<file path="src/dtp_pkg.sv">
// Package for the duration text parser: byte classes, queue item type,
// parser phases and the unit word tables. No dependencies.
package dtp_pkg;

    localparam int NUM_UNITS = 10;
    localparam int UNIT_STR_W = 12 * 8;
    localparam int Q_AW = 2;
    localparam int Q_DEPTH = 1 << Q_AW;
    localparam logic [9:0] ALL_UNITS = 10'h3FF;
    localparam logic [31:0] MS_PER_SEC = 32'd1000;
    localparam logic [31:0] MAX_DAYS = 32'd24;
    localparam logic [7:0] CH_NUL = 8'h00;
    localparam logic [7:0] CH_DASH = 8'h2D;
    localparam logic [7:0] CH_ZERO = 8'h30;
    localparam logic [7:0] CASE_BIT = 8'h20;
    localparam logic [3:0] UNIT_DAYS = 4'd0;

    typedef enum logic [2:0] {
        CLS_END,
        CLS_SPACE,
        CLS_DIGIT,
        CLS_ALPHA,
        CLS_PUNCT,
        CLS_OTHER
    } cls_t;

    typedef struct packed {
        cls_t       cls;
        logic [7:0] sym;
    } item_t;

    typedef enum logic [2:0] {
        PH_LEAD,
        PH_NUM,
        PH_PUNCT1,
        PH_SPACE0,
        PH_WORD,
        PH_SPACE2,
        PH_PUNCT2
    } phase_t;

    localparam logic [UNIT_STR_W-1:0] UNIT_STR [NUM_UNITS] = '{
        UNIT_STR_W'("days"), UNIT_STR_W'("hours"), UNIT_STR_W'("minutes"),
        UNIT_STR_W'("mins"), UNIT_STR_W'("seconds"), UNIT_STR_W'("secs"),
        UNIT_STR_W'("milliseconds"), UNIT_STR_W'("millisecs"),
        UNIT_STR_W'("mseconds"), UNIT_STR_W'("msecs")
    };

    localparam logic [3:0] UNIT_LEN [NUM_UNITS] = '{
        4'd4, 4'd5, 4'd7, 4'd4, 4'd7, 4'd4, 4'd12, 4'd9, 4'd8, 4'd5
    };

    localparam logic [31:0] UNIT_MULT [NUM_UNITS] = '{
        32'd86400000, 32'd3600000, 32'd60000, 32'd60000, 32'd1000,
        32'd1000, 32'd1, 32'd1, 32'd1, 32'd1
    };

    // Character of a unit word at a position; zero past its end.
    function automatic logic [7:0] unit_char(input logic [3:0] u, input logic [3:0] pos);
        int sh;
        logic [7:0] c;
        c = 8'h00;
        sh = 0;
        if (pos < UNIT_LEN[u]) begin
            sh = 8 * (int'(UNIT_LEN[u]) - 1 - int'(pos));
            c = UNIT_STR[u][sh +: 8];
        end
        return c;
    endfunction

endpackage

</file>
<file path="src/dtp_front.sv">
// Front part of the duration text parser: accepts text bytes and sorts
// them into character classes for the queue. Depends on dtp_pkg.
module dtp_front
    import dtp_pkg::*;
(
    input  logic       s_axis_tvalid,
    output logic       s_axis_tready,
    input  logic [7:0] s_axis_tdata,   // ch
    input  logic       q_ready,
    output logic       q_push,
    output item_t      q_item
);

    logic [7:0] ch;
    logic       is_space;
    logic       is_digit;
    logic       is_alpha;
    logic       is_punct;

    assign ch = s_axis_tdata;
    assign is_space = (ch == 8'h20) || (ch >= 8'h09 && ch <= 8'h0D);
    assign is_digit = (ch >= 8'h30 && ch <= 8'h39);
    assign is_alpha = (ch >= 8'h41 && ch <= 8'h5A) || (ch >= 8'h61 && ch <= 8'h7A);
    assign is_punct = ((ch >= 8'h21 && ch <= 8'h2F) || (ch >= 8'h3A && ch <= 8'h40) ||
                       (ch >= 8'h5B && ch <= 8'h60) || (ch >= 8'h7B && ch <= 8'h7E)) &&
                      (ch != CH_DASH);

    always_comb
    begin
        q_item.sym = ch;
        priority if (ch == CH_NUL)
        begin
            q_item.cls = CLS_END;
        end
        else if (is_space)
        begin
            q_item.cls = CLS_SPACE;
        end
        else if (is_digit)
        begin
            q_item.cls = CLS_DIGIT;
            q_item.sym = ch - CH_ZERO;
        end
        else if (is_alpha)
        begin
            q_item.cls = CLS_ALPHA;
            q_item.sym = ch | CASE_BIT;
        end
        else if (is_punct)
        begin
            q_item.cls = CLS_PUNCT;
        end
        else
        begin
            q_item.cls = CLS_OTHER;
        end
    end

    assign s_axis_tready = q_ready;
    assign q_push = s_axis_tvalid && q_ready;

endmodule

</file>
<file path="src/dtp_queue.sv">
// Short queue of classified bytes between the front and back parts of the
// duration text parser. Depends on dtp_pkg.
module dtp_queue
    import dtp_pkg::*;
(
    input  logic  clk,
    input  logic  rst_n,
    input  logic  push,
    input  item_t push_item,
    output logic  ready,
    input  logic  pop,
    output logic  valid,
    output item_t head
);

    item_t             mem_reg [Q_DEPTH];
    logic [Q_AW-1:0]   wr_ptr_reg;
    logic [Q_AW-1:0]   rd_ptr_reg;
    logic [Q_AW:0]     count_reg;
    logic [Q_AW:0]     count_next;

    assign ready = (count_reg != (Q_AW+1)'(Q_DEPTH));
    assign valid = (count_reg != '0);
    assign head = mem_reg[rd_ptr_reg];

    always_comb
    begin
        count_next = count_reg;
        if (push && !pop)
        begin
            count_next = count_reg + 1'b1;
        end
        else if (pop && !push)
        begin
            count_next = count_reg - 1'b1;
        end
    end

    always_ff @(posedge clk or negedge rst_n)
    begin
        if (!rst_n)
        begin
            wr_ptr_reg <= '0;
            rd_ptr_reg <= '0;
            count_reg <= '0;
        end
        else
        begin
            if (push)
            begin
                wr_ptr_reg <= wr_ptr_reg + 1'b1;
            end
            if (pop)
            begin
                rd_ptr_reg <= rd_ptr_reg + 1'b1;
            end
            count_reg <= count_next;
        end
    end

    always_ff @(posedge clk)
    begin
        if (push)
        begin
            mem_reg[wr_ptr_reg] <= push_item;
        end
    end

endmodule

</file>
<file path="src/dtp_back.sv">
// Back part of the duration text parser: runs the grammar over classified
// bytes, accumulates milliseconds and holds the result. Depends on dtp_pkg.
module dtp_back
    import dtp_pkg::*;
(
    input  logic        clk,
    input  logic        rst_n,
    input  logic        q_valid,
    input  item_t       q_item,
    output logic        q_pop,
    output logic        res_valid,
    input  logic        res_ready,
    output logic        res_ok,
    output logic [31:0] res_ms
);

    phase_t      phase_reg, phase_next;
    logic [31:0] number_reg, number_next;
    logic [31:0] total_reg, total_next;
    logic        valid_reg, valid_next;
    logic        failed_reg, failed_next;
    logic [3:0]  wlen_reg, wlen_next;
    logic [9:0]  mask_reg, mask_next;
    logic        out_valid_reg, out_valid_next;
    logic        res_ok_reg, res_ok_next;
    logic [31:0] res_ms_reg, res_ms_next;

    logic        is_end;
    logic [31:0] dig_base;
    logic [35:0] dig_sum;
    logic        lstart;
    logic [3:0]  lpos;
    logic [9:0]  lmask_base;
    logic [9:0]  letter_mask;
    logic [3:0]  letter_len;
    logic [3:0]  close_sel;
    logic        close_found;
    logic [31:0] mult_val;
    logic [31:0] product;
    logic        add_en;
    logic        ok_v;
    logic        fin;
    phase_t      ph;

    assign is_end = (q_item.cls == CLS_END);
    assign q_pop = q_valid && (!is_end || !out_valid_reg || res_ready);

    assign dig_base = (phase_reg == PH_NUM) ? number_reg : '0;
    assign dig_sum = ({4'b0, dig_base} << 3) + ({4'b0, dig_base} << 1) +
                     {32'b0, q_item.sym[3:0]};

    assign lstart = (phase_reg != PH_WORD);
    assign lpos = lstart ? 4'd0 : wlen_reg;
    assign lmask_base = lstart ? ALL_UNITS : mask_reg;
    assign letter_len = (lpos == 4'd15) ? lpos : lpos + 4'd1;

    always_comb
    begin
        for (int i = 0; i < NUM_UNITS; i++)
        begin
            letter_mask[i] = lmask_base[i] && (unit_char(4'(i), lpos) == q_item.sym);
        end
    end

    always_comb
    begin
        close_sel = '0;
        close_found = 1'b0;
        for (int i = NUM_UNITS - 1; i >= 0; i--)
        begin
            if (mask_reg[i])
            begin
                close_sel = 4'(i);
                close_found = 1'b1;
            end
        end
    end

    assign mult_val = (phase_reg == PH_WORD) ? UNIT_MULT[close_sel] : MS_PER_SEC;
    assign product = number_reg * mult_val;

    always_comb
    begin
        phase_next = phase_reg;
        number_next = number_reg;
        total_next = total_reg;
        valid_next = valid_reg;
        failed_next = failed_reg;
        wlen_next = wlen_reg;
        mask_next = mask_reg;
        add_en = 1'b0;
        ok_v = 1'b0;
        ph = phase_reg;
        fin = failed_reg;

        if (!fin && ph == PH_LEAD)
        begin
            if (q_item.cls == CLS_DIGIT)
            begin
                number_next = dig_sum[31:0];
                ph = PH_NUM;
            end
            else if (q_item.cls != CLS_SPACE)
            begin
                failed_next = 1'b1;
            end
            fin = 1'b1;
        end
        if (!fin && ph == PH_NUM)
        begin
            if (q_item.cls == CLS_DIGIT)
            begin
                if (dig_sum[35:32] != 4'd0)
                begin
                    failed_next = 1'b1;
                end
                else
                begin
                    number_next = dig_sum[31:0];
                end
                fin = 1'b1;
            end
            else
            begin
                ph = PH_PUNCT1;
            end
        end
        if (!fin && ph == PH_PUNCT1)
        begin
            if (q_item.cls == CLS_PUNCT)
            begin
                fin = 1'b1;
            end
            else if (q_item.cls == CLS_ALPHA)
            begin
                ph = PH_WORD;
                wlen_next = letter_len;
                mask_next = letter_mask;
                fin = 1'b1;
            end
            else
            begin
                ph = PH_SPACE0;
            end
        end
        if (!fin && ph == PH_SPACE0)
        begin
            if (q_item.cls != CLS_SPACE)
            begin
                if (is_end)
                begin
                    add_en = 1'b1;
                    ok_v = 1'b1;
                end
                else
                begin
                    failed_next = 1'b1;
                end
            end
            fin = 1'b1;
        end
        if (!fin && ph == PH_WORD)
        begin
            if (q_item.cls == CLS_ALPHA)
            begin
                wlen_next = letter_len;
                mask_next = letter_mask;
                fin = 1'b1;
            end
            else
            begin
                if (close_found)
                begin
                    if (close_sel == UNIT_DAYS && number_reg > MAX_DAYS)
                    begin
                        failed_next = 1'b1;
                        fin = 1'b1;
                    end
                    else
                    begin
                        add_en = 1'b1;
                    end
                end
                else
                begin
                    valid_next = 1'b0;
                end
                if (!fin)
                begin
                    ph = PH_SPACE2;
                end
            end
        end
        if (!fin && ph == PH_SPACE2)
        begin
            if (q_item.cls == CLS_SPACE)
            begin
                fin = 1'b1;
            end
            else
            begin
                ph = PH_PUNCT2;
            end
        end
        if (!fin && ph == PH_PUNCT2)
        begin
            if (q_item.cls != CLS_PUNCT)
            begin
                if (is_end)
                begin
                    ok_v = valid_next;
                end
                else if (q_item.cls == CLS_DIGIT)
                begin
                    number_next = dig_sum[31:0];
                    ph = PH_NUM;
                end
                else
                begin
                    failed_next = 1'b1;
                end
            end
            fin = 1'b1;
        end
        if (!fin)
        begin
            failed_next = 1'b1;
        end

        phase_next = ph;
        if (add_en)
        begin
            total_next = total_reg + product;
        end

        res_ok_next = ok_v && !failed_next;
        res_ms_next = total_next;

        if (is_end)
        begin
            phase_next = PH_LEAD;
            number_next = '0;
            total_next = '0;
            valid_next = 1'b1;
            failed_next = 1'b0;
            wlen_next = '0;
            mask_next = ALL_UNITS;
        end

        if (q_pop && is_end)
        begin
            out_valid_next = 1'b1;
        end
        else if (res_ready)
        begin
            out_valid_next = 1'b0;
        end
        else
        begin
            out_valid_next = out_valid_reg;
        end
    end

    always_ff @(posedge clk or negedge rst_n)
    begin
        if (!rst_n)
        begin
            phase_reg <= PH_LEAD;
            number_reg <= '0;
            total_reg <= '0;
            valid_reg <= 1'b1;
            failed_reg <= 1'b0;
            wlen_reg <= '0;
            mask_reg <= ALL_UNITS;
            out_valid_reg <= 1'b0;
        end
        else
        begin
            if (q_pop)
            begin
                phase_reg <= phase_next;
                number_reg <= number_next;
                total_reg <= total_next;
                valid_reg <= valid_next;
                failed_reg <= failed_next;
                wlen_reg <= wlen_next;
                mask_reg <= mask_next;
            end
            out_valid_reg <= out_valid_next;
        end
    end

    always_ff @(posedge clk)
    begin
        if (q_pop && is_end)
        begin
            res_ok_reg <= res_ok_next;
            res_ms_reg <= res_ms_next;
        end
    end

    assign res_valid = out_valid_reg;
    assign res_ok = res_ok_reg;
    assign res_ms = res_ms_reg;

`ifndef SYNTHESIS
    a_failed_holds_total: assert property (@(posedge clk) disable iff (!rst_n)
        (failed_reg && q_pop && !is_end) |=> $stable(total_reg))
        else $error("Total changed after a failure.");

    a_end_restarts: assert property (@(posedge clk) disable iff (!rst_n)
        (q_pop && is_end) |=> (phase_reg == PH_LEAD && out_valid_reg &&
                               !failed_reg && total_reg == '0))
        else $error("Parser did not restart after the end of a text.");

    a_failed_not_ok: assert property (@(posedge clk) disable iff (!rst_n)
        (q_pop && is_end && failed_reg) |=> !res_ok_reg)
        else $error("Failed text reported as valid.");
`endif

endmodule

</file>
<file path="src/duration_text_parser_core.sv">
// Duration text parser: one text byte per request in, one result per NUL out.
// Throughput is one byte per cycle while the queue has room; the back part's
// multiply-accumulate path handles one byte each cycle unless a result waits. The
// NUL is queued, and the back part registers the result when it pops that byte.
// Input stalls only when a result waits and the four-entry queue has filled behind it.
// The reset is asynchronous and active low; it empties the queue and clears the parser.
module duration_text_parser_core
    import dtp_pkg::*;
(
    input  logic        clk,
    input  logic        rst_n,
    input  logic        s_axis_tvalid,
    output logic        s_axis_tready,
    input  logic [7:0]  s_axis_tdata,   // ch
    output logic        m_axis_tvalid,
    input  logic        m_axis_tready,
    output logic [39:0] m_axis_tdata    // ok, duration_ms, zero padding
);

    logic        q_ready;
    logic        q_push;
    item_t       q_in;
    logic        q_pop;
    logic        q_valid;
    item_t       q_head;
    logic        res_ok;
    logic [31:0] res_ms;

    dtp_front u_front (
        .s_axis_tvalid (s_axis_tvalid),
        .s_axis_tready (s_axis_tready),
        .s_axis_tdata  (s_axis_tdata),
        .q_ready       (q_ready),
        .q_push        (q_push),
        .q_item        (q_in)
    );

    dtp_queue u_queue (
        .clk       (clk),
        .rst_n     (rst_n),
        .push      (q_push),
        .push_item (q_in),
        .ready     (q_ready),
        .pop       (q_pop),
        .valid     (q_valid),
        .head      (q_head)
    );

    dtp_back u_back (
        .clk       (clk),
        .rst_n     (rst_n),
        .q_valid   (q_valid),
        .q_item    (q_head),
        .q_pop     (q_pop),
        .res_valid (m_axis_tvalid),
        .res_ready (m_axis_tready),
        .res_ok    (res_ok),
        .res_ms    (res_ms)
    );

    assign m_axis_tdata = {7'b0, res_ms, res_ok};

endmodule
</file>
<file path="config.mk">
export PLATFORM = sky130hd
export DESIGN_NAME = duration_text_parser_core
export DESIGN_NICKNAME = d
export VERILOG_FILES = /design/src/dtp_pkg.sv /design/src/dtp_front.sv /design/src/dtp_queue.sv /design/src/dtp_back.sv /design/src/duration_text_parser_core.sv
export SDC_FILE = /design/constraint.sdc
export NUM_CORES = 2
export LEC_CHECK = 0
export BUFFER_PORTS_ARGS = -buffer_cell sky130_fd_sc_hd__buf_4
export CAP_MARGIN = 20
export CORE_MARGIN = 2
export CORE_UTILIZATION = 35
export CTS_CLUSTER_DIAMETER = 120
export DETAILED_ROUTE_END_ITERATION = 8
export GPL_ROUTABILITY_DRIVEN = 0
export PLACE_DENSITY = 0.61
export SETUP_SLACK_MARGIN = 0.1
export SYNTH_ARGS = -nofsm -noshare
export SYNTH_HDL_FRONTEND = slang
export SYNTH_SLANG_ARGS = --single-unit
</file>
<file path="constraint.sdc">
create_clock -name clk -period 12.17 [get_ports clk]
set_input_delay 1.217 -clock clk [delete_from_list [all_inputs] [get_ports clk]]
set_output_delay 1.217 -clock clk [all_outputs]
set_load 0.1 [all_outputs]
</file>
==> key figures <==
Die
  • DIE WIDTH: 270 um
  • Die area: 0.0732 mm2
  • Std cell rows: slightly below 100
  • IO Count: 54
  • Die height: 270 um
  • Initial core utilization: 0.354
  • CORE AREA: 0.0701 mm2

Detailed routing
  • ANT nets after route: 0
  • Wire per inst: about 18 um
  • Pre-antenna DRT Iters: 6
  • Met1 wire length: 29300 um
  • DR vias: roughly 18k
  • Detailed Route Iter0 Violations: 1214
  • Final wirelength: 64400 um
  • Top sig layer: met4
  • Metal2 WL: 30600 um
  • Vias/cell: a little over 5
  • Metal3 WL: 3290 um
  • # DRC: 0

Synthesis
  • Syn Inst Count: ~2.7k
  • Library cells used by synthesis: 85
  • Area contributors post-synth: fa_1 (24%), ha_1 (15%), edfxtp_1 (9.3%)
  • Post-synthesis sequential area ratio: 0.185
  • Ys async rst share: 0.542
  • Area of the mapped netlist: 0.0249 mm2
  • Post-synth top flop: dfrtp_1
  • Largest area contributor in the netlist: fa_1
  • Flops & latches, synth: approximately 170
  • Post-synth EDFFs: 77
  • Mapped Avg Cell Area: 9.30 um2
  • Ys Warns: 0
  • Share of the synthesized area in the top cell type: 0.239

Final layout
  • Area of the multi-input gates: 0.0178 mm2
  • Most frequent cells in the layout: inv_1 (520), fa_1 (297), ha_1 (296), and2_1 (170), nand2_1 (159)
  • Final instance area: 0.0267 mm2
  • Ant. Diodes: 0
  • Non-Filler Instances: between 3k and 4k
  • Commonest non-fill, non-tap cell in the layout: inv_1
  • Seq. cell area: about 0.0046 mm2
  • Max reg flops: 44
  • # nets final: 3246
  • # fillers: 7144
  • Share of cells above drive strength 1: 0.0648
  • Area grow syn2layout: 7.24%

Power
  • Leakage power: 13.5 nW
  • Int Power: 1.53 mW
  • PD cells: 115 mW/mm2
  • Net Sw Power: 1.54 mW
  • Share of power burned in registers: 0.280
  • VDD IR max: 120 uV
  • Logic gate share of total power: 0.530
  • Switching Fraction: 0.502
  • Clock power share: 0.190

Clock tree
  • Post-CTS setup buffer count: 0
  • CTS Hold Bufs: 0
  • Reg clk slew, reported paths: 0.08 ns
  • Clk_lat worst skew: approximately 0.51 ns
  • H-tree levels: 4
  • Clock Path Buffers: 2
  • Post-CTS Resized: 0
  • Clk sinks: 168
  • CTS buffer count: 17
  • Root Driver: clkbuf_16
  • TritonCTS clock tree: built

Critical path
  • Worst EP arrival: 10.68 ns
  • Setup crit end kind: register
  • Slowest stage delay, CP: approximately 0.77 ns
  • CP max stage cell: nor4_1
  • Setup CP Type: register to register
  • Worst-path maximum fanout: 26
  • Worst path required time: 12.41 ns
  • Most frequent CP cell: fa_1
  • CP Launch Type: register

Global route
  • Vias in the first global route: 18.6k
  • Tot GR Track Use: 0.180
  • Grt ovf: 0
  • First-pass GRT wire length: 103000 um
  • Pin count of the biggest net entering global routing: between 50 and 60
  • Initial antenna violation count: 1

Timing
  • FMAX: 95.8 MHz
  • Setup TNS: 0 ns
  • Slew margin rel.: 0.320
  • Final setup vio count: 0
  • RSZ-0062 raised after global routing: no
  • Worst-margin pin slew: 0.994 ns
  • Final period util: 0.858
  • Layout Skew: 0.0212 ns
  • Final worst path period need: between 10 and 15 ns
  • Max Slew Vio Count: 0
  • Final hold violation count: 0

Outcome
  • Status: complete, no violations

Run
  • Total of max-cap violations: 0

Placed design
  • # port buffers: 46
  • DP HPWL: 51000 um
  • Placed cell count: 3562
  • Placed instance area: 0.0261 mm2

Worst hold path
  • Hold WC Path Type: register to register
Yosys cell counts (all sizes together), types with 41 or more instances:
cell / number
inv: 521
fa: 297
ha: 296
and2: 172
nand2: 161
nor2: 121
a21oi: 105
clkbuf: 96
xnor2: 89
o21ai: 87
dfrtp: 80
edfxtp: 77
nor3: 47
xor2: 41
worst max-delay path: cells and delay by family (launching register included):
kind                       cells  cell delay (ns)
adders and majority gates     10             4.81
xor gates and xnor gates       1             0.15
buffers and inverters          6             0.31
and+or+nand+nor                8             2.20
DFF                            1             0.49
AOI/OAI and AO/OA              5             1.94
muxes                          1             0.27
stage by stage:
stage	power (mW)	setup WS, ns	hold slack, ns	util
after floorplan	2.08	3.32	0.456	-
after global placement	2.48	1.95	0.480	0.371
after detailed placement	2.50	1.71	0.480	0.371
after CTS	3.09	1.76	0.494	0.380
after global routing	3.30	1.20	0.524	0.380
final	3.07	1.73	0.495	0.380
per-layer routing:
layer | track usage | vias up
met1 | 0.244 | 9110
met5 | 0 | -
met3 | 0.0310 | 58
li1 | - | 8719
met2 | 0.298 | 470
met4 | 0.0445 | 0
cell type report:
cell class                      count  share of cell area
Timing Repair Buffer               68              0.0192
Inverter                          524              0.0738
Clock inverter                     15             0.00657
Sequential cell                   168               0.173
Multi-Input combinational cell   1862               0.668
Clock buffer                       17              0.0160
Tap cell                          940              0.0441
path summary, 6_finish.rpt:
| kind | slack [ns] | start | to | cells after the start |
|---|---|---|---|---|
| min in group asynchronous | 0.70 | rst_n | u_back.number_reg[29] | 1 |
| min | 0.50 | u_back.valid_reg | u_back.valid_reg | 2 |
| max | 1.73 | u_back.mask_reg[0] | u_back.res_ms[29] | 31 |
| max in group asynchronous | 10.23 | rst_n | u_back.total_reg[17] | 2 |
| min reg2reg | 0.50 | u_back.valid_reg | u_back.valid_reg | 2 |
| max reg2reg | 1.73 | u_back.mask_reg[0] | u_back.res_ms[29] | 31 |
power by group through the flow:
stage | Combinational (mW) | Clock [mW] | Sequential, mW
global route | 1.80 | 0.622 | 0.882
global placement | 1.61 | 0 | 0.872
detailed placement | 1.62 | 0 | 0.874
finish | 1.63 | 0.585 | 0.861
floorplan | 1.11 | 0 | 0.968
CTS | 1.63 | 0.600 | 0.864
cells by family after synthesis:
group / synth area share
adders and majority gates: 0.388
DFF: 0.185
xor gates and xnor gates: 0.0458
muxes: 0.0245
AOI/OAI and AO/OA: 0.123
and+or+nand+nor: 0.132
buffers and inverters: 0.101
other: 0.000151
Power figures use the tool's default switching activity.
